[src/design/lvc_pkg.sv]
// lvc_pkg: shared types, constants and helper functions for the line viewport clipper
// depends on nothing; used by every module of the clipper
package lvc_pkg;

  localparam int CoordBits    = 16;
  localparam int WorkBits     = CoordBits + 2;
  localparam int MaxClipSteps = 4;
  localparam int OutBits      = 13;
  localparam int CfgBits      = 13;
  localparam int CfgIdxBits   = 2;

  // configuration register indexes
  typedef enum logic [CfgIdxBits-1:0] {
    REG_VIEW_LEFT   = 2'd0,
    REG_VIEW_TOP    = 2'd1,
    REG_VIEW_WIDTH  = 2'd2,
    REG_VIEW_HEIGHT = 2'd3
  } cfg_reg_t;

  // outcode bits
  localparam logic [3:0] OC_LEFT   = 4'h1;
  localparam logic [3:0] OC_RIGHT  = 4'h2;
  localparam logic [3:0] OC_BOTTOM = 4'h4;
  localparam logic [3:0] OC_TOP    = 4'h8;

  typedef logic signed [WorkBits-1:0] coord_t;
  typedef logic [CoordBits-1:0]       mag_t;

  typedef struct packed {
    coord_t left;
    coord_t top;
    coord_t right;
    coord_t bottom;
  } bounds_t;

  // segment as it moves through the clip passes
  typedef struct packed {
    coord_t x1;
    coord_t y1;
    coord_t x2;
    coord_t y2;
    logic   done;
    logic   ok;
  } seg_t;

  // one clip pass in flight: rem/lq hold the operands, then the product,
  // then the partial remainder and the quotient bits while dividing
  typedef struct packed {
    seg_t   seg;
    logic   lr;
    coord_t edge_pos;
    logic   neg;
    mag_t   den;
    mag_t   rem;
    mag_t   lq;
  } pass_t;

  typedef struct packed {
    logic signed [CoordBits-1:0] start_x;
    logic signed [CoordBits-1:0] start_y;
    logic signed [CoordBits-1:0] end_x;
    logic signed [CoordBits-1:0] end_y;
  } in_t;

  typedef struct packed {
    logic               accepted;
    logic [OutBits-1:0] clipped_start_x;
    logic [OutBits-1:0] clipped_start_y;
    logic [OutBits-1:0] clipped_end_x;
    logic [OutBits-1:0] clipped_end_y;
  } out_t;

  function automatic logic [3:0] outcode(coord_t x, coord_t y, bounds_t bd);
    logic [3:0] c;
    c = 4'h0;
    if (x < bd.left) c = c | OC_LEFT;
    else if (x > bd.right) c = c | OC_RIGHT;
    if (y < bd.top) c = c | OC_TOP;
    else if (y > bd.bottom) c = c | OC_BOTTOM;
    return c;
  endfunction

  function automatic mag_t magnitude(coord_t v);
    coord_t a;
    a = (v < 0) ? -v : v;
    return a[CoordBits-1:0];
  endfunction

endpackage

[src/design/lvc_div.sv]
// lvc_div: pipelined restoring divider, one quotient bit per stage
// depends on lvc_pkg; the pass record rides along with the operands
module lvc_div (
  input  logic            clk,
  input  logic            rst,
  input  logic            adv,
  input  logic            in_vld,
  input  lvc_pkg::pass_t  in_job,
  output logic            out_vld,
  output lvc_pkg::pass_t  out_job
);

  localparam int N = lvc_pkg::CoordBits;

  lvc_pkg::pass_t stg  [N];
  lvc_pkg::pass_t src  [N];
  lvc_pkg::pass_t nxt  [N];
  logic [N-1:0]   vld;

  // one remainder step per stage
  always_comb begin
    logic [N:0] trial;
    logic [N:0] diff;
    logic       qbit;
    for (int k = 0; k < N; k++) begin
      src[k] = (k == 0) ? in_job : stg[(k == 0) ? 0 : k - 1];
      nxt[k] = src[k];
      trial  = {src[k].rem, src[k].lq[N-1]};
      diff   = trial - {1'b0, src[k].den};
      qbit   = (trial >= {1'b0, src[k].den});
      nxt[k].rem = qbit ? diff[N-1:0] : trial[N-1:0];
      nxt[k].lq  = {src[k].lq[N-2:0], qbit};
    end
  end

  // stage registers
  always_ff @(posedge clk) begin
    if (adv) begin
      for (int k = 0; k < N; k++) stg[k] <= nxt[k];
    end
  end

  always_ff @(posedge clk) begin
    if (rst) begin
      vld <= '0;
    end else if (adv) begin
      vld <= {vld[N-2:0], in_vld};
    end
  end

  assign out_vld = vld[N-1];
  assign out_job = stg[N-1];

endmodule

[src/design/lvc_pass.sv]
// lvc_pass: one clip pass: outcode test, exchange, edge setup, product,
// divide and endpoint move; depends on lvc_pkg and lvc_div
module lvc_pass (
  input  logic              clk,
  input  logic              rst,
  input  logic              adv,
  input  lvc_pkg::bounds_t  bounds,
  input  logic              in_vld,
  input  lvc_pkg::seg_t     in_seg,
  output logic              out_vld,
  output lvc_pkg::seg_t     out_seg
);

  localparam int N = lvc_pkg::CoordBits;
  localparam int W = lvc_pkg::WorkBits;

  logic [3:0]       c1;
  logic [3:0]       c2;
  logic [3:0]       cm;
  lvc_pkg::seg_t    sw;
  lvc_pkg::coord_t  dx;
  lvc_pkg::coord_t  dy;
  lvc_pkg::coord_t  tv;
  lvc_pkg::coord_t  num;
  lvc_pkg::coord_t  den;
  lvc_pkg::pass_t   p0_next;
  lvc_pkg::pass_t   p0;
  lvc_pkg::pass_t   p1_next;
  lvc_pkg::pass_t   p1;
  lvc_pkg::pass_t   pd;
  lvc_pkg::seg_t    seg_next;
  lvc_pkg::coord_t  delta;
  logic             v0;
  logic             v1;
  logic             vd;
  logic             vo;
  logic [2*N-1:0]   prod;

  assign c1 = lvc_pkg::outcode(in_seg.x1, in_seg.y1, bounds);
  assign c2 = lvc_pkg::outcode(in_seg.x2, in_seg.y2, bounds);

  // trivial accept / reject, exchange and edge selection
  always_comb begin
    sw = in_seg;
    cm = c1;
    if (!in_seg.done) begin
      if ((c1 | c2) == 4'h0) begin
        sw.done = 1'b1;
        sw.ok   = 1'b1;
      end else if ((c1 & c2) != 4'h0) begin
        sw.done = 1'b1;
        sw.ok   = 1'b0;
      end else if (c1 == 4'h0) begin
        sw.x1 = in_seg.x2;
        sw.y1 = in_seg.y2;
        sw.x2 = in_seg.x1;
        sw.y2 = in_seg.y1;
        cm    = c2;
      end
    end
    dx = sw.x2 - sw.x1;
    dy = sw.y2 - sw.y1;
    p0_next.seg = sw;
    p0_next.lr  = ((cm & (lvc_pkg::OC_LEFT | lvc_pkg::OC_RIGHT)) != 4'h0);
    if (p0_next.lr) begin
      p0_next.edge_pos = ((cm & lvc_pkg::OC_LEFT) != 4'h0) ? bounds.left : bounds.right;
      tv  = p0_next.edge_pos - sw.x1;
      num = dy;
      den = dx;
    end else begin
      p0_next.edge_pos = ((cm & lvc_pkg::OC_BOTTOM) != 4'h0) ? bounds.bottom : bounds.top;
      tv  = p0_next.edge_pos - sw.y1;
      num = dx;
      den = dy;
    end
    p0_next.neg = tv[W-1] ^ num[W-1] ^ den[W-1];
    p0_next.den = lvc_pkg::magnitude(den);
    p0_next.rem = lvc_pkg::magnitude(tv);
    p0_next.lq  = lvc_pkg::magnitude(num);
  end

  // distance times slope numerator, fed to the divider as the dividend
  always_comb begin
    prod    = p0.rem * p0.lq;
    p1_next = p0;
    p1_next.rem = prod[2*N-1:N];
    p1_next.lq  = prod[N-1:0];
  end

  always_ff @(posedge clk) begin
    if (adv) begin
      p0 <= p0_next;
      p1 <= p1_next;
    end
  end

  lvc_div u_div (
    .clk     (clk),
    .rst     (rst),
    .adv     (adv),
    .in_vld  (v1),
    .in_job  (p1),
    .out_vld (vd),
    .out_job (pd)
  );

  // move the outside end onto the chosen edge
  always_comb begin
    delta = lvc_pkg::coord_t'({{(W-N){1'b0}}, pd.lq});
    if (pd.neg) delta = -delta;
    seg_next = pd.seg;
    if (!pd.seg.done) begin
      if (pd.lr) begin
        seg_next.x1 = pd.edge_pos;
        seg_next.y1 = pd.seg.y1 + delta;
      end else begin
        seg_next.x1 = pd.seg.x1 + delta;
        seg_next.y1 = pd.edge_pos;
      end
    end
  end

  always_ff @(posedge clk) begin
    if (adv) out_seg <= seg_next;
  end

  // valid bits
  always_ff @(posedge clk) begin
    if (rst) begin
      v0 <= 1'b0;
      v1 <= 1'b0;
      vo <= 1'b0;
    end else if (adv) begin
      v0 <= in_vld;
      v1 <= v0;
      vo <= vd;
    end
  end

  assign out_vld = vo;

endmodule

[config.mk]
export PLATFORM = sky130hd
export DESIGN_NAME = lvc_pass
export DESIGN_NICKNAME = d
export VERILOG_FILES = /design/src/design/lvc_pkg.sv /design/src/design/lvc_div.sv /design/src/design/lvc_pass.sv
export SDC_FILE = /design/constraint.sdc
export NUM_CORES = 2
export LEC_CHECK = 0
export ABC_AREA = 1
export BUFFER_PORTS_ARGS = -buffer_cell sky130_fd_sc_hd__buf_2
export CAP_MARGIN = 20
export CORE_MARGIN = 5
export CORE_UTILIZATION = 45
export DETAILED_ROUTE_END_ITERATION = 10
export GPL_TIMING_DRIVEN = 0
export PLACE_DENSITY = 0.6
export SLEW_MARGIN = 20
export SYNTH_ARGS = -nofsm -noshare
export SYNTH_HDL_FRONTEND = slang
export SYNTH_SLANG_ARGS = --single-unit
[constraint.sdc]
create_clock -name clk -period 20.2 [get_ports clk]
set_input_delay 3.03 -clock clk [delete_from_list [all_inputs] [get_ports clk]]
set_output_delay 3.03 -clock clk [all_outputs]
set_load 0.03 [all_outputs]
Word-level counts from Yosys, hierarchy flattened
Memory sizes are Yosys's and may differ from the RTL's.
Index checks and enable logic that the tools add are counted.
{ "word_totals": {"ff_bits": 377, "n_memories": 1, "out_inout_bits": 75, "input_bits": 150, "wordCells": 146, "mem_bits_rw": 2272} }
{ "op_classes": {"bitwise_logic": 4, "n_addsub": 26, "muxes": 48, "n_lt_le_gt_ge": 27, "reduce_logical": 5, "n_mul": 1} }
{ "mem_list": {"columns": ["name", "words", "word_bits", "rd", "rd_clocked_by_memory_dff", "write_ports", "line_no", "text"], "rows": [
  ["u_div.stg", 16, 142, 16, 0, 16, "lvc_div.sv:15", "lvc_pkg::pass_t stg [N];"]
]} }
{ "ops": {"columns": ["op", "n"], "rows": [
  ["$mux W16", 19],
  ["$ge A17 B16 Y1", 16],
  ["$sub A16 B16 Y16", 16],
  ["$mux W72", 3],
  ["$mux W18", 7],
  ["$mux W74", 1],
  ["$gt A18 B18 Y1", 4],
  ["$lt A18 B18 Y1", 4],
  ["$mux W36", 2],
  ["$sub A18 B18 Y18", 4],
  ["$lt A18 B1 Y1 const B", 3],
  ["$neg A16 Y16", 3],
  ["$add A18 B18 Y18", 2],
  ["$mul A16 B16 Y32", 1],
  ["$mux W3", 6],
  ["$neg A16 Y18", 1],
  ["$mux W2", 6],
  ["$logic_not A4 Y1", 2],
  ["$mux W4", 2],
  ["$reduce_bool A4 Y1", 2],
  ["$and A4 B4 Y4", 1],
  ["$or A4 B4 Y4", 1],
  ["$mux W1", 2],
  ["$reduce_or A2 Y1", 1],
  ["$xor A1 B1 Y1", 2]
]} }

Longest topological paths before layout
{ "depth": {"depth_word": 15, "depth_mapped": 39, "depth_no_buf": 37} }

By module
From an unflattened synthesis, not the netlist that was laid out.
{ "unflattened": {"hier_cells": 10742, "area_unflattened_um2": 123494.7} }
{ "by_module_without_submodules": {"columns": ["mod", "cells_per_inst", "area_each_um2", "n_inst", "seq_area_each_um2"], "rows": [
  ["lvc_div", 6804, 90719.5, 1, 68545.7],
  ["lvc_pass", 3938, 32775.2, 1, 10810.4]
]} }

Worst setup path before layout
OpenSTA, ideal clock, no wires.
{ "synth_timing": {"path_type": "in2reg", "start": "input bounds[53] (netlist name)", "end": "register p0[31] (netlist name), data pin", "required_ps": 19947, "path_stages": 36, "path_buffers": 2, "slack_ps": 12446, "setup_time_ps": 253, "arrival_time_ps": 7501, "cell_sequence": "inv_1 -> ha_1 -> nand2_1 -> nor2_1 -> and2_1 -> o21ai_0 -> nor2_1 -> nor2_1 -> nand2_1 -> nand2_1 -> nand2_1 -> nand4_1 -> nand3_2 -> clkbuf_1 -> clkbuf_1 -> nand2_1 -> o21ai_0 -> inv_1 -> fa_1 -> o21ai_0 -> nand2_1 -> nand2_1 -> a21boi_0 -> o21ai_0 -> nand2_1 -> nand2_1 -> a21oi_1 -> xnor2_1 -> nand2_1 -> o21ai_0 -> inv_1 -> nand3_1 -> inv_1 -> nand3_1 -> nand3_1 -> nand2_1"} }
{ "synth_rtl": {"columns": ["item", "line_no", "text"], "rows": [
  ["start, declared", "lvc_pass.sv:7", "input lvc_pkg::bounds_t bounds,"],
  ["end signal, assigned", "lvc_pass.sv:92", "p0 <= p0_next;"],
  ["end, declared", "lvc_pass.sv:27", "lvc_pkg::pass_t p0;"]
]} }

==> results_dict.tcl <==
set metrics [dict create \
    syn_nets 9427 \
    holdWs_ns 0.375 \
    area_delta_synth_final_pct 12.8 \
    fin_tns_setup_ns 0 \
    finalHoldViolations 0 \
    cts_sinks 2617 \
    antenna_found_initial 12 \
    synth-seq-cells 2617 \
    cts_setup_buffers 0 \
    crit_slowest_cell "o21ai_0" \
    grt_pass1_vias 62700 \
    clockBufferDepth 4 \
    drtIter0Drc 4327 \
    synth_cell_types 67 \
    wl_um 245000 \
    skew_ns 0.125 \
    dominantRegCellSynth "edfxtp_1" \
    syn-instance-count 8456 \
    numCtsBuffers 287 \
    crit_type "primary input to flip-flop" \
    start_util_pct 45.2 \
    gp_routability_congestion 0.925 \
    critPathMostFrequentCell "nand2_1" \
    fmax_ghz 0.100 \
    netlist_top_cells_count "edfxtp_1 (2598), nand2_1 (1673), inv_1 (1099), ha_1 (606), a21oi_1 (460)" \
    arrival_ns 10.57 \
    cts_root_buf "clkbuf_16" \
    grt_setup_unrepaired "false" \
    ios 225 \
    worst_slew_pin_slew_ns 1.26 \
    netlist.top_cell.by_area "edfxtp_1" \
    endpoint_kind "flip-flop" \
    cts.repair.resized 0 \
    rows 184 \
    nets 9960 \
    grt_pass1_wl_um 373000 \
    relSlewSlack_pct 15.3 \
    post-route-period-util_pct 49.4 \
    synth_top_cell_area_share_pct 68.7 \
    die_height_um 512 \
    async_reset_ff_share_pct 0 \
    slowest_delay_ns 0.74 \
    worstSetupStartpointType "primary input" \
    clk_pin_slew_ns 0.06 \
    fin_crit_ns 9.98 \
    synth_seq_area_share_pct 69.0 \
    layout-drive-gt1-share_pct 7.88 \
    syn-cell-area_sq_mm 0.114 \
    dp_hpwl_um 185000 \
    min_path_type "flip-flop to flip-flop" \
    drc 0 \
    gr-total-overflow 0 \
    vias 62000 \
    synth-edff-count 2598 \
    htreeDepth 5 \
    cts_tree "yes" \
    yosys_warnings 0 \
    cts_hold_buf 0 \
    status "finished clean" \
    clock_latency_ns 0.96 \
    setup_viol 0 \
    numPortBuffers 223 \
    yosysMostFrequentCell "edfxtp_1" \
    postRouteAntennaNets 0 \
    synth_area_leaders "edfxtp_1 (69%), ha_1 (6.7%), nand2_1 (5.5%), fa_1 (3.8%), inv_1 (3.6%)" \
    cp_max_fo 10 \
    vias_per_cell 4.95 \
    syn_area_per_cell_sq_um 13.4 \
    max_cap_viol_count 0 \
    grt.total_usage_pct 18.6 \
    grt_max_degree 161 \
    first_pass_iters 6 \
    required_ns 20.79 \
    slew_violations 0 \
    wire_per_inst_um 19.5 \
    fp.dieW_um 512 \
    coreArea_sq_mm 0.251 \
    die_area_sq_mm 0.263 \
]
==> layer usage <==
| metal | global-route usage [%] | part of all wire [%] | up-vias |
|---|---|---|---|
| met2 | 32.6 | 50 | 1204 |
| met5 | 0 | 0.034 | - |
| met4 | 6.52 | 3.6 | 12 |
| li1 | - | - | 30400 |
| met1 | 23.6 | 42 | 29900 |
| met3 | 2.81 | 4.0 | 464 |
==> final cells by class <==
type	instances	area (sq um)
repair buffers	244	1670
diodes	5	12.5
flip-flops and latches	2617	78400
plain buffers	168	757
fillers	21500	123000
clock inverters	126	1130
multi-input cells	4562	30300
well taps	3348	4190
inverters	1109	4170
clock buffers	352	7510
==> through the flow <==
step,area [sq um],utilization [%],std cells,worst slack [ns]
5_1_grt,128000,51.0,12500,9.96
3_3_place_gp,119000,47.3,12000,-37.80
3_5_place_dp,119000,47.5,12000,9.62
2_1_floorplan,114000,-,8456,12.45
4_1_cts,128000,51.0,12500,10.55
6_report,128000,51.0,12500,10.22
==> registers in the layout, summed over array words and instances, names as in the netlist <==
signal     count
u_div.stg   2240
p0           142
p1           142
out_seg       74
u_div.vld     16
out_vld        1
v0             1
v1             1
==> placed cells by master, fill, tap and decap left out, types with 59 or more instances in the layout <==
cell type	instances
clkbuf_16	291
o21ai_0	310
ha_1	606
nor2_1	268
nand3_1	273
xor2_1	218
a21oi_1	460
inv_1	1099
buf_2	235
o21ai_1	59
fa_1	215
xnor2_1	131
clkbuf_1	199
edfxtp_1	2598
nand2_1	1673
==> worst max-delay path, delay by kind of cell <==
| family | cells | cell delay (ns) |
|---|---|---|
| simple gates | 17 | 2.38 |
| xor+xnor | 1 | 0.19 |
| fa+ha+maj | 3 | 1.26 |
| compound gates | 6 | 2.10 |
| buf+inv | 7 | 1.58 |
==> path summary, 6_finish.rpt <==
kind / startpoint / end / slack, ns / cells after the start
setup / recovery: bounds[53] / p0[31] / 10.22 / 34
hold / removal: u_div.stg[0][424] / u_div.stg[0][566] / 0.38 / 0
setup reg to reg: p0[22] / p1[30] / 12.01 / 24
hold reg to reg: u_div.stg[0][424] / u_div.stg[0][566] / 0.38 / 0
==> cells by family (layout without fill, tap and decap cells) <==
logic type | count (synthesis) | count (layout) | share of synthesized area, %
other | 0 | 5 | 0
flip-flops | 2617 | 2617 | 69.0
buffers and inverters | 1277 | 1999 | 4.33
AO/OA/AOI/OAI | 992 | 992 | 4.81
AND/OR/NAND/NOR | 2399 | 2399 | 8.68
XOR/XNOR | 349 | 349 | 2.69
multiplexers | 1 | 1 | 0.00881
adder cells (fa/ha/maj) | 821 | 821 | 10.5
Power is left out: the tool's default activity adds up to more than one toggle a clock period on the data nets, which glitch-free logic cannot reach.
