==> src/design/lvc_pkg.sv <==
// lvc_pkg: shared types, constants and helper functions for the line viewport clipper
// depends on nothing; used by every module of the clipper
package lvc_pkg;

  localparam int CoordBits    = 16;
  localparam int WorkBits     = CoordBits + 2;
  localparam int MaxClipSteps = 4;
  localparam int OutBits      = 13;
  localparam int CfgBits      = 13;
  localparam int CfgIdxBits   = 2;

  // configuration register indexes
  typedef enum logic [CfgIdxBits-1:0] {
    REG_VIEW_LEFT   = 2'd0,
    REG_VIEW_TOP    = 2'd1,
    REG_VIEW_WIDTH  = 2'd2,
    REG_VIEW_HEIGHT = 2'd3
  } cfg_reg_t;

  // outcode bits
  localparam logic [3:0] OC_LEFT   = 4'h1;
  localparam logic [3:0] OC_RIGHT  = 4'h2;
  localparam logic [3:0] OC_BOTTOM = 4'h4;
  localparam logic [3:0] OC_TOP    = 4'h8;

  typedef logic signed [WorkBits-1:0] coord_t;
  typedef logic [CoordBits-1:0]       mag_t;

  typedef struct packed {
    coord_t left;
    coord_t top;
    coord_t right;
    coord_t bottom;
  } bounds_t;

  // segment as it moves through the clip passes
  typedef struct packed {
    coord_t x1;
    coord_t y1;
    coord_t x2;
    coord_t y2;
    logic   done;
    logic   ok;
  } seg_t;

  // one clip pass in flight: rem/lq hold the operands, then the product,
  // then the partial remainder and the quotient bits while dividing
  typedef struct packed {
    seg_t   seg;
    logic   lr;
    coord_t edge_pos;
    logic   neg;
    mag_t   den;
    mag_t   rem;
    mag_t   lq;
  } pass_t;

  typedef struct packed {
    logic signed [CoordBits-1:0] start_x;
    logic signed [CoordBits-1:0] start_y;
    logic signed [CoordBits-1:0] end_x;
    logic signed [CoordBits-1:0] end_y;
  } in_t;

  typedef struct packed {
    logic               accepted;
    logic [OutBits-1:0] clipped_start_x;
    logic [OutBits-1:0] clipped_start_y;
    logic [OutBits-1:0] clipped_end_x;
    logic [OutBits-1:0] clipped_end_y;
  } out_t;

  function automatic logic [3:0] outcode(coord_t x, coord_t y, bounds_t bd);
    logic [3:0] c;
    c = 4'h0;
    if (x < bd.left) c = c | OC_LEFT;
    else if (x > bd.right) c = c | OC_RIGHT;
    if (y < bd.top) c = c | OC_TOP;
    else if (y > bd.bottom) c = c | OC_BOTTOM;
    return c;
  endfunction

  function automatic mag_t magnitude(coord_t v);
    coord_t a;
    a = (v < 0) ? -v : v;
    return a[CoordBits-1:0];
  endfunction

endpackage

==> src/design/lvc_cfg.sv <==
// lvc_cfg: viewport registers and the derived clip rectangle
// depends on lvc_pkg
module lvc_cfg (
  input  logic                              clk,
  input  logic                              rst,
  input  logic                              cfg_we,
  input  logic [lvc_pkg::CfgIdxBits-1:0]    cfg_index,
  input  logic [lvc_pkg::CfgBits-1:0]       cfg_data,
  output lvc_pkg::bounds_t                  bounds
);

  logic [11:0] view_left;
  logic [11:0] view_top;
  logic [12:0] view_width;
  logic [12:0] view_height;
  logic [12:0] width_c;
  logic [12:0] height_c;

  // register writes
  always_ff @(posedge clk) begin
    if (rst) begin
      view_left   <= 12'd0;
      view_top    <= 12'd0;
      view_width  <= 13'd320;
      view_height <= 13'd240;
    end else if (cfg_we) begin
      unique case (cfg_index)
        lvc_pkg::REG_VIEW_LEFT:   view_left   <= cfg_data[11:0];
        lvc_pkg::REG_VIEW_TOP:    view_top    <= cfg_data[11:0];
        lvc_pkg::REG_VIEW_WIDTH:  view_width  <= cfg_data;
        lvc_pkg::REG_VIEW_HEIGHT: view_height <= cfg_data;
        default: ;
      endcase
    end
  end

  // zero size counts as one, oversize as 4096
  always_comb begin
    width_c = view_width;
    if (view_width == 13'd0) width_c = 13'd1;
    else if (view_width > 13'd4096) width_c = 13'd4096;
    height_c = view_height;
    if (view_height == 13'd0) height_c = 13'd1;
    else if (view_height > 13'd4096) height_c = 13'd4096;
  end

  // rectangle edges, inclusive
  always_comb begin
    bounds.left   = lvc_pkg::coord_t'({{(lvc_pkg::WorkBits-12){1'b0}}, view_left});
    bounds.top    = lvc_pkg::coord_t'({{(lvc_pkg::WorkBits-12){1'b0}}, view_top});
    bounds.right  = bounds.left
                  + lvc_pkg::coord_t'({{(lvc_pkg::WorkBits-13){1'b0}}, width_c})
                  - lvc_pkg::coord_t'(1);
    bounds.bottom = bounds.top
                  + lvc_pkg::coord_t'({{(lvc_pkg::WorkBits-13){1'b0}}, height_c})
                  - lvc_pkg::coord_t'(1);
  end

endmodule

==> config.mk <==
export PLATFORM = sky130hd
export DESIGN_NAME = lvc_cfg
export DESIGN_NICKNAME = d
export VERILOG_FILES = /design/src/design/lvc_pkg.sv /design/src/design/lvc_cfg.sv
export SDC_FILE = /design/constraint.sdc
export NUM_CORES = 1
export LEC_CHECK = 0
export BUFFER_PORTS_ARGS = -buffer_cell sky130_fd_sc_hd__buf_2
export CORE_MARGIN = 1.5
export CORE_UTILIZATION = 45
export CTS_CLUSTER_SIZE = 10
export DETAILED_ROUTE_END_ITERATION = 6
export PLACE_DENSITY_LB_ADDON = 0.05
export SYNTH_ARGS = -nofsm -noshare
export SYNTH_HDL_FRONTEND = slang
export SYNTH_SLANG_ARGS = --single-unit
==> constraint.sdc <==
create_clock -name clk -period 4.6 [get_ports clk]
set_clock_uncertainty 0.05 [all_clocks]
set_input_delay 0.92 -clock clk [delete_from_list [all_inputs] [get_ports clk]]
set_output_delay 0.92 -clock clk [all_outputs]
set_load 0.02 [all_outputs]
* Yosys cells after proc, flatten, opt, wreduce, memory -nomap -nowiden
Index checks and enable logic that the tools add are counted.
Storage, ports and cells: memories 0, bits in registers 50, input bits 18, memory bits (writable) 0, output and inout port bits 72, ROM bits 0, bits in latches 0
Operators by class: shift operators 0, reductions and logical operators 7, muxes and demuxes 4, $lt $le $gt $ge 2, add/subtract/negate cells 4, multipliers 0, equal/unequal tests 3, div/mod/pow operators 0, bitwise operators 0
Operator list (number):
- 13-bit two-way mux | 4
- 14-bit by 1-bit subtractor with 15-bit output (second input constant) | 2
- 12-bit by 13-bit adder with 14-bit output | 2
- 13-bit greater-than comparator (second input constant) | 2
- 13-bit logical NOT | 2
- 2-bit AND reduction | 4
- 2-bit equality test (second input constant) | 2
- 2-bit by 1-bit equality test with 1-bit output (second input constant) | 1
- 2-bit logical NOT | 1

* Logic depth before layout (Yosys ltp)
Gate-level depths: netlist of the first run.
depth in word-level cells 5, gate-level depth with buffers 14, gate-level depth less buffers 14

* Least setup slack after synthesis of the first run
No wires, ideal clock.
path kind reg-to-output, start point reg view_width[12], end point out bounds[31] (netlist bit), cell stages (with the launch flop) 14, arrival time 2.939 ns, path buffers 1, required time 3.630 ns, setup slack 0.691 ns, cell sequence dfxtp_1 clkinv_1 clkbuf_1 nand2_1 ha_1 inv_1 ha_1 inv_1 fa_1 nor2b_1 o31a_1 o21ai_1 a211o_1 a211oi_1
RTL lines:
- from (decl) | RTL line lvc_cfg.sv:14 | logic [12:0] view_width;
- from (signal assigned) | RTL line lvc_cfg.sv:30 | lvc_pkg::REG_VIEW_WIDTH: view_width <= cfg_data;
- to (decl) | RTL line lvc_cfg.sv:9 | output lvc_pkg::bounds_t bounds

==> impl_metrics.ini, run 1 <==
[synthesis]
syn-cell-area_um2 = 3750
yosysTopAreaCell = dfxtp_1
ys_warn_count = 0
synth_most_common_cell = nand2_1
ys_types = 52
synth_common_cells = nand2_1, inv_1, dfxtp_1, ha_1, nor2_1
synth.area.top_cells = dfxtp_1, ha_1, nand2_1
async_flop_share_pct = 0
synth_edf_count = 0
syn_area_per_cell_um2 = 7.36
ys.flop_type = dfxtp_1
ys_seq_area_share_pct = 26.7
ys_ff_latch = 50
postSynthCellCount = 510
yosysTopAreaCellShare_pct = 26.7

[critical_path]
cp-start-kind = flip-flop
path_class = flip-flop to primary output
slowest_delay_ns = 0.41
cp_top_family = compound AO/OA/AOI/OAI gates
cp-end-kind = primary output
crit_required_ns = 3.63
cp_slowest_cell = fa_1
crit_path_max_fanout = 3
cp.buffers_inverters = 3
cp_cell_sequence = nor4_2 > nand2_1 > nor4_2 > o21ai_1 > ha_1 > inv_1 > ha_1 > inv_1 > fa_1 > nor2b_2 > o31a_1 > o21ai_1 > a211o_1 > a211oi_1 > buf_2
cp.arrival_ns = 3.42

[drt]
ant_nets = 0
firstDrtPassIters = 4
finalWirelength_mm = 8.45
vias = 3334
drtIter0Drc = 131
drc_errors = 0
wl_per_cell_um = 12.4
routed_via_density = 4.90

[place]
portBuffers = 77
gp_congestion = 0.750
placed_cell_area_um2 = 4130
dp_hpwl_mm = 6.59
placed_cells = 671

[final_layout]
fillers = 812
synthToLayoutAreaGrowth_pct = 13.8
antenna_cells = 0
stdcell_area_um2 = 4270
drive_above_1_share_pct = 18.1
final_cell_count_no_fill = 680
fin_nets = 644

[power]
power.total_mw = 1.28
irDropWorstVdd_mv = 0.136
p_per_area_nw_per_um2 = 301
p_leak_nw = 2.18

[outcome]
outcome = complete, no violations

[floorplan]
die_x_um = 94.3
core-area_um2 = 8130
die_y_um = 94.3
ioPinCount = 90
die_area_um2 = 8900
fp-row-count = 33
start_util_pct = 46.1

[timing]
final_hold_viol_count = 0
fmax_ghz = 0.228
finalSetupViolations = 0
max-slew-margin-rel_pct = 38.6
fin_crit_sh_pct = 95.5
tightest_slew_ns = 0.921
setup_tns_ns = 0
min_period_ns = 4.39
drv_slew = 0

[clocking]
tritoncts = yes
h-tree-depth = 2
clock_latency_ns = 0.30
clk_pin_slew_ns = 0.09
hold_buffers = 0
clockBufferDepth = 2
root_buffer = clkbuf_8
cts_made_buffers = 5
cts_sinks = 50

[global_route]
grt_max_degree = 51
grt-ovfl-total = 0
antenna_found_initial = 0
grt_pass1_wl_mm = 13.5
grt_pass1_vias = 2986
grt.total_usage_pct = 19.0

[min_path]
hp-class = flip-flop to flip-flop

[flow_run]
drv_cap = 0
==> worst min-delay path: cells and delay by family, from the launching register on <==
kind,cells,cell delay (ns)
DFF,1,0.33
and+or+nand+nor,1,0.05
AOI/OAI and AO/OA,1,0.05
==> cells by family after synthesis <==
logic type      Yosys count  share of synthesized area, %
mux                      12                          3.20
flops                    50                          26.7
buf+inv                 118                          13.7
simple gates            176                          20.2
compound gates           84                          14.4
other cells               1                        0.0999
fa+ha+maj                52                          17.7
xor+xnor                 17                          3.97
==> area by class of cell <==
| type | instances | area (um2) | area share, % |
|---|---|---|---|
| inverters | 84 | 315 | 7.38 |
| clock buffers | 6 | 82.6 | 1.93 |
| multi-input cells | 353 | 2320 | 54.3 |
| well taps | 105 | 131 | 3.07 |
| repair buffers | 80 | 408 | 9.55 |
| clock inverters | 2 | 12.5 | 0.293 |
| flip-flops and latches | 50 | 1000 | 23.4 |
==> placed cells by master, fill, tap and decap left out, types with 3 or more instances in the layout <==
cell	n
nand2_1	89
inv_1	83
buf_2	77
ha_1	50
dfxtp_1	50
nor2_1	47
a21oi_1	45
mux2i_1	12
conb_1	12
nand3_1	9
xnor2_1	9
xor2_1	8
nand3b_1	7
o21ai_0	6
clkbuf_8	6
nor4_2	5
nor2b_1	4
a21o_1	4
nor3_1	3
and3_1	3
a211oi_1	3
nand2b_1	3
o211ai_1	3
buf_4	3
==> power breakdown <==
group	leakage (nW)	total [mW]	switching, mW	internal (mW)
sequential	0.407	0.461	0.0124	0.448
combinational	1.72	0.553	0.347	0.205
clock	0.0472	0.271	0.150	0.121
total	2.18	1.28	0.510	0.775
==> stage by stage <==
step / hold slack [ns] / utilization (%) / setup slack [ns]
2_1_floorplan: 0.383 / - / 0.691
3_3_place_gp: 0.400 / 50.8 / 0.514
3_5_place_dp: 0.399 / 50.8 / 0.406
4_1_cts: 0.416 / 52.0 / 0.0473
5_1_grt: 0.450 / 52.5 / -0.0201
6_report: 0.422 / 52.5 / 0.209
==> worst paths after layout <==
kind / from / to / slack [ns] / depth (start not counted)
worst max-delay path: view_width[2] / bounds[31] / 0.21 / 15
worst min-delay path: view_width[0] / view_width[0] / 0.42 / 2
worst max register to register: view_left[8] / view_left[8] / 3.78 / 4
worst min register to register: view_width[0] / view_width[0] / 0.42 / 2
==> sequential cells by signal (all words and copies together), names as in the netlist <==
signal       cells
view_top        12
view_left       12
view_width      13
view_height     13
==> what timing repair did <==
item,CTS,global route
buffers inserted,0,1
endpoints found under the setup margin,0,4
resized for setup,0,8
==> routing by layer <==
metal	GRT usage [%]	up-vias	part of all wire [%]
met5	0	-	0
met4	4.10	0	0.63
met3	2.98	6	3.9
met2	34.5	59	49
met1	23.4	1518	47
li1	-	1751	-
Power figures use the tool's default switching activity.
==> inputs of run 2 (changes only) <==
--- a/config.mk
+++ b/config.mk
@@ -5,11 +5,11 @@
 export SDC_FILE = /design/constraint.sdc
 export NUM_CORES = 1
 export LEC_CHECK = 0
-export BUFFER_PORTS_ARGS = -buffer_cell sky130_fd_sc_hd__buf_2
 export CORE_MARGIN = 1.5
-export CORE_UTILIZATION = 45
+export CORE_UTILIZATION = 40
 export CTS_CLUSTER_SIZE = 10
 export DETAILED_ROUTE_END_ITERATION = 6
+export DONT_BUFFER_PORTS = 1
 export PLACE_DENSITY_LB_ADDON = 0.05
 export SYNTH_ARGS = -nofsm -noshare
 export SYNTH_HDL_FRONTEND = slang
==> run 2 against run 1 <==
Compared with the run above:
- worst hold slack worse by 0.0030 ns
- clock power is 14% higher
- combinational power down 16%
- fmax decreased by 1.7%
- flip-flop and latch count stayed put
- cell area fell by 7.7%
- sequential power is 2% higher
- cell count fell by 9.9%
- global-route usage is 1.6 points lower
- wire length is 1.5% higher
- critical path type unchanged
- largest power group is now registers
==> impl_metrics.ini, run 2 (synthesis results as in run 1) <==
[drt]
vias = 3042
routed_via_density = 4.96
drtIter0Drc = 96
ant_nets = 0
wl_per_cell_um = 14.0
firstDrtPassIters = 4
drc_errors = 0
finalWirelength_mm = 8.57

[final_layout]
fin_nets = 571
utilization_pct = 43.1
stdcell_area_um2 = 3940
reg.largest.list = view_height x13, view_width x13
final_cell_mix = nand2_1, inv_1, ha_1, dfxtp_1, nor2_1
final_common_cell = nand2_1
synthToLayoutAreaGrowth_pct = 5.07
drive_above_1_share_pct = 5.78
antenna_cells = 0

[critical_path]
cp-end-kind = primary output
path_class = flip-flop to primary output
crit_path_max_fanout = 3
crit_required_ns = 3.63
cp.arrival_ns = 3.50
cp-start-kind = flip-flop

[clocking]
cts_setup_buffers = 0
clock_latency_ns = 0.30
h-tree-depth = 2
clockBufferDepth = 2
cts_made_buffers = 5
clk_pin_slew_ns = 0.09
tritoncts = yes
cts_sinks = 50
root_buffer = clkbuf_8
hold_buffers = 0

[power]
irDropWorstVdd_mv = 0.144
p_per_area_nw_per_um2 = 315
p_leak_nw = 1.87

[place]
dp_hpwl_mm = 6.67
placed_cell_area_um2 = 3790
gp_congestion = 0.749
portBuffers = 0

[timing]
rsz0062_at_grt = true
max-slew-margin-rel_pct = 38.7
finalSetupViolations = 0
whs_ns = 0.419
fin_crit_sh_pct = 97.1
drv_slew = 0
tightest_slew_ns = 0.917
min_period_ns = 4.47
fmax_ghz = 0.224
final_hold_viol_count = 0

[outcome]
outcome = complete, no violations

[global_route]
grt_pass1_vias = 2897
grt.total_usage_pct = 17.3
grt_max_degree = 51
antenna_found_initial = 0
grt-ovfl-total = 0
grt_pass1_wl_mm = 14.0

[floorplan]
ioPinCount = 90
core-area_um2 = 9150
die_y_um = 99.9
fp-row-count = 35
die_x_um = 99.9
die_area_um2 = 9970
start_util_pct = 41.0

[flow_run]
drv_cap = 0

[min_path]
hp-class = flip-flop to flip-flop
-- run 2: cell count changes in the layout (fill, tap and decap cells not counted), moves of 2 or more --
cell | previous run | this run
nor4_1 | 0 | 2
nor4_2 | 5 | 2
buf_2 | 77 | 0
buf_4 | 3 | 7
-- run 2: area by class of cell --
| cell class | count | area, um2 |
|---|---|---|
| inverters | 84 | 315 |
| clock inverters | 2 | 37.5 |
| well taps | 111 | 139 |
| fillers | 960 | 5210 |
| flip-flops and latches | 50 | 1000 |
| multi-input cells | 353 | 2330 |
| repair buffers | 7 | 52.6 |
| clock buffers | 6 | 72.6 |
-- run 2: timing repair --
action / 4_1_cts / 5_1_grt
gates cloned: 0 / 0
gates resized for setup: 2 / 6
pin swaps: 0 / 1
endpoints found under the setup margin: 1 / 3
-- run 2: stage by stage --
stage	TNS, ns	power [mW]	worst slack [ns]	std cells
finish	0	1.24	0.133	613
global route	-0.0495	1.32	-0.0495	613
CTS	0	1.25	0.0559	613
detailed placement	0	0.941	0.287	605
global placement	0	0.939	0.284	605
floorplan	0	0.895	0.691	521
-- run 2: routing by layer --
| layer | up-vias | global-route usage [%] | wire length [um] |
|---|---|---|---|
| met1 | 1370 | 21.9 | 4060 |
| li1 | 1604 | - | - |
| met2 | 62 | 30.4 | 4060 |
| met5 | - | 0 | 0 |
| met4 | 0 | 4.77 | 93 |
| met3 | 6 | 3.13 | 362 |
-- run 2: worst max-delay path, stage by stage, from the launching register on --
cell and delay [ns]:
dfxtp_1 0.36, nor4_4 0.31, nand2_1 0.10, nor4_2 0.20, o21ai_1 0.12, ha_1 0.19, inv_1 0.06, ha_1 0.17
inv_1 0.06, fa_1 0.39, nor2b_1 0.16, o31a_1 0.21, o21ai_1 0.13, a211o_1 0.35, a211oi_2 0.20, buf_4 0.17
-- run 2: worst paths after layout --
check / from / end / slack, ns / cells past startpoint
setup reg to reg: view_left[11] / view_left[11] / 3.68 / 4
hold reg to reg: view_width[0] / view_width[0] / 0.42 / 2
setup / recovery: view_width[1] / bounds[31] / 0.13 / 15
hold / removal: view_width[0] / view_width[0] / 0.42 / 2
-- run 2: power breakdown --
part	total (mW)	switching (mW)	internal (mW)
Combinational	0.463	0.308	0.155
Clock	0.310	0.148	0.162
Sequential	0.471	0.0223	0.448
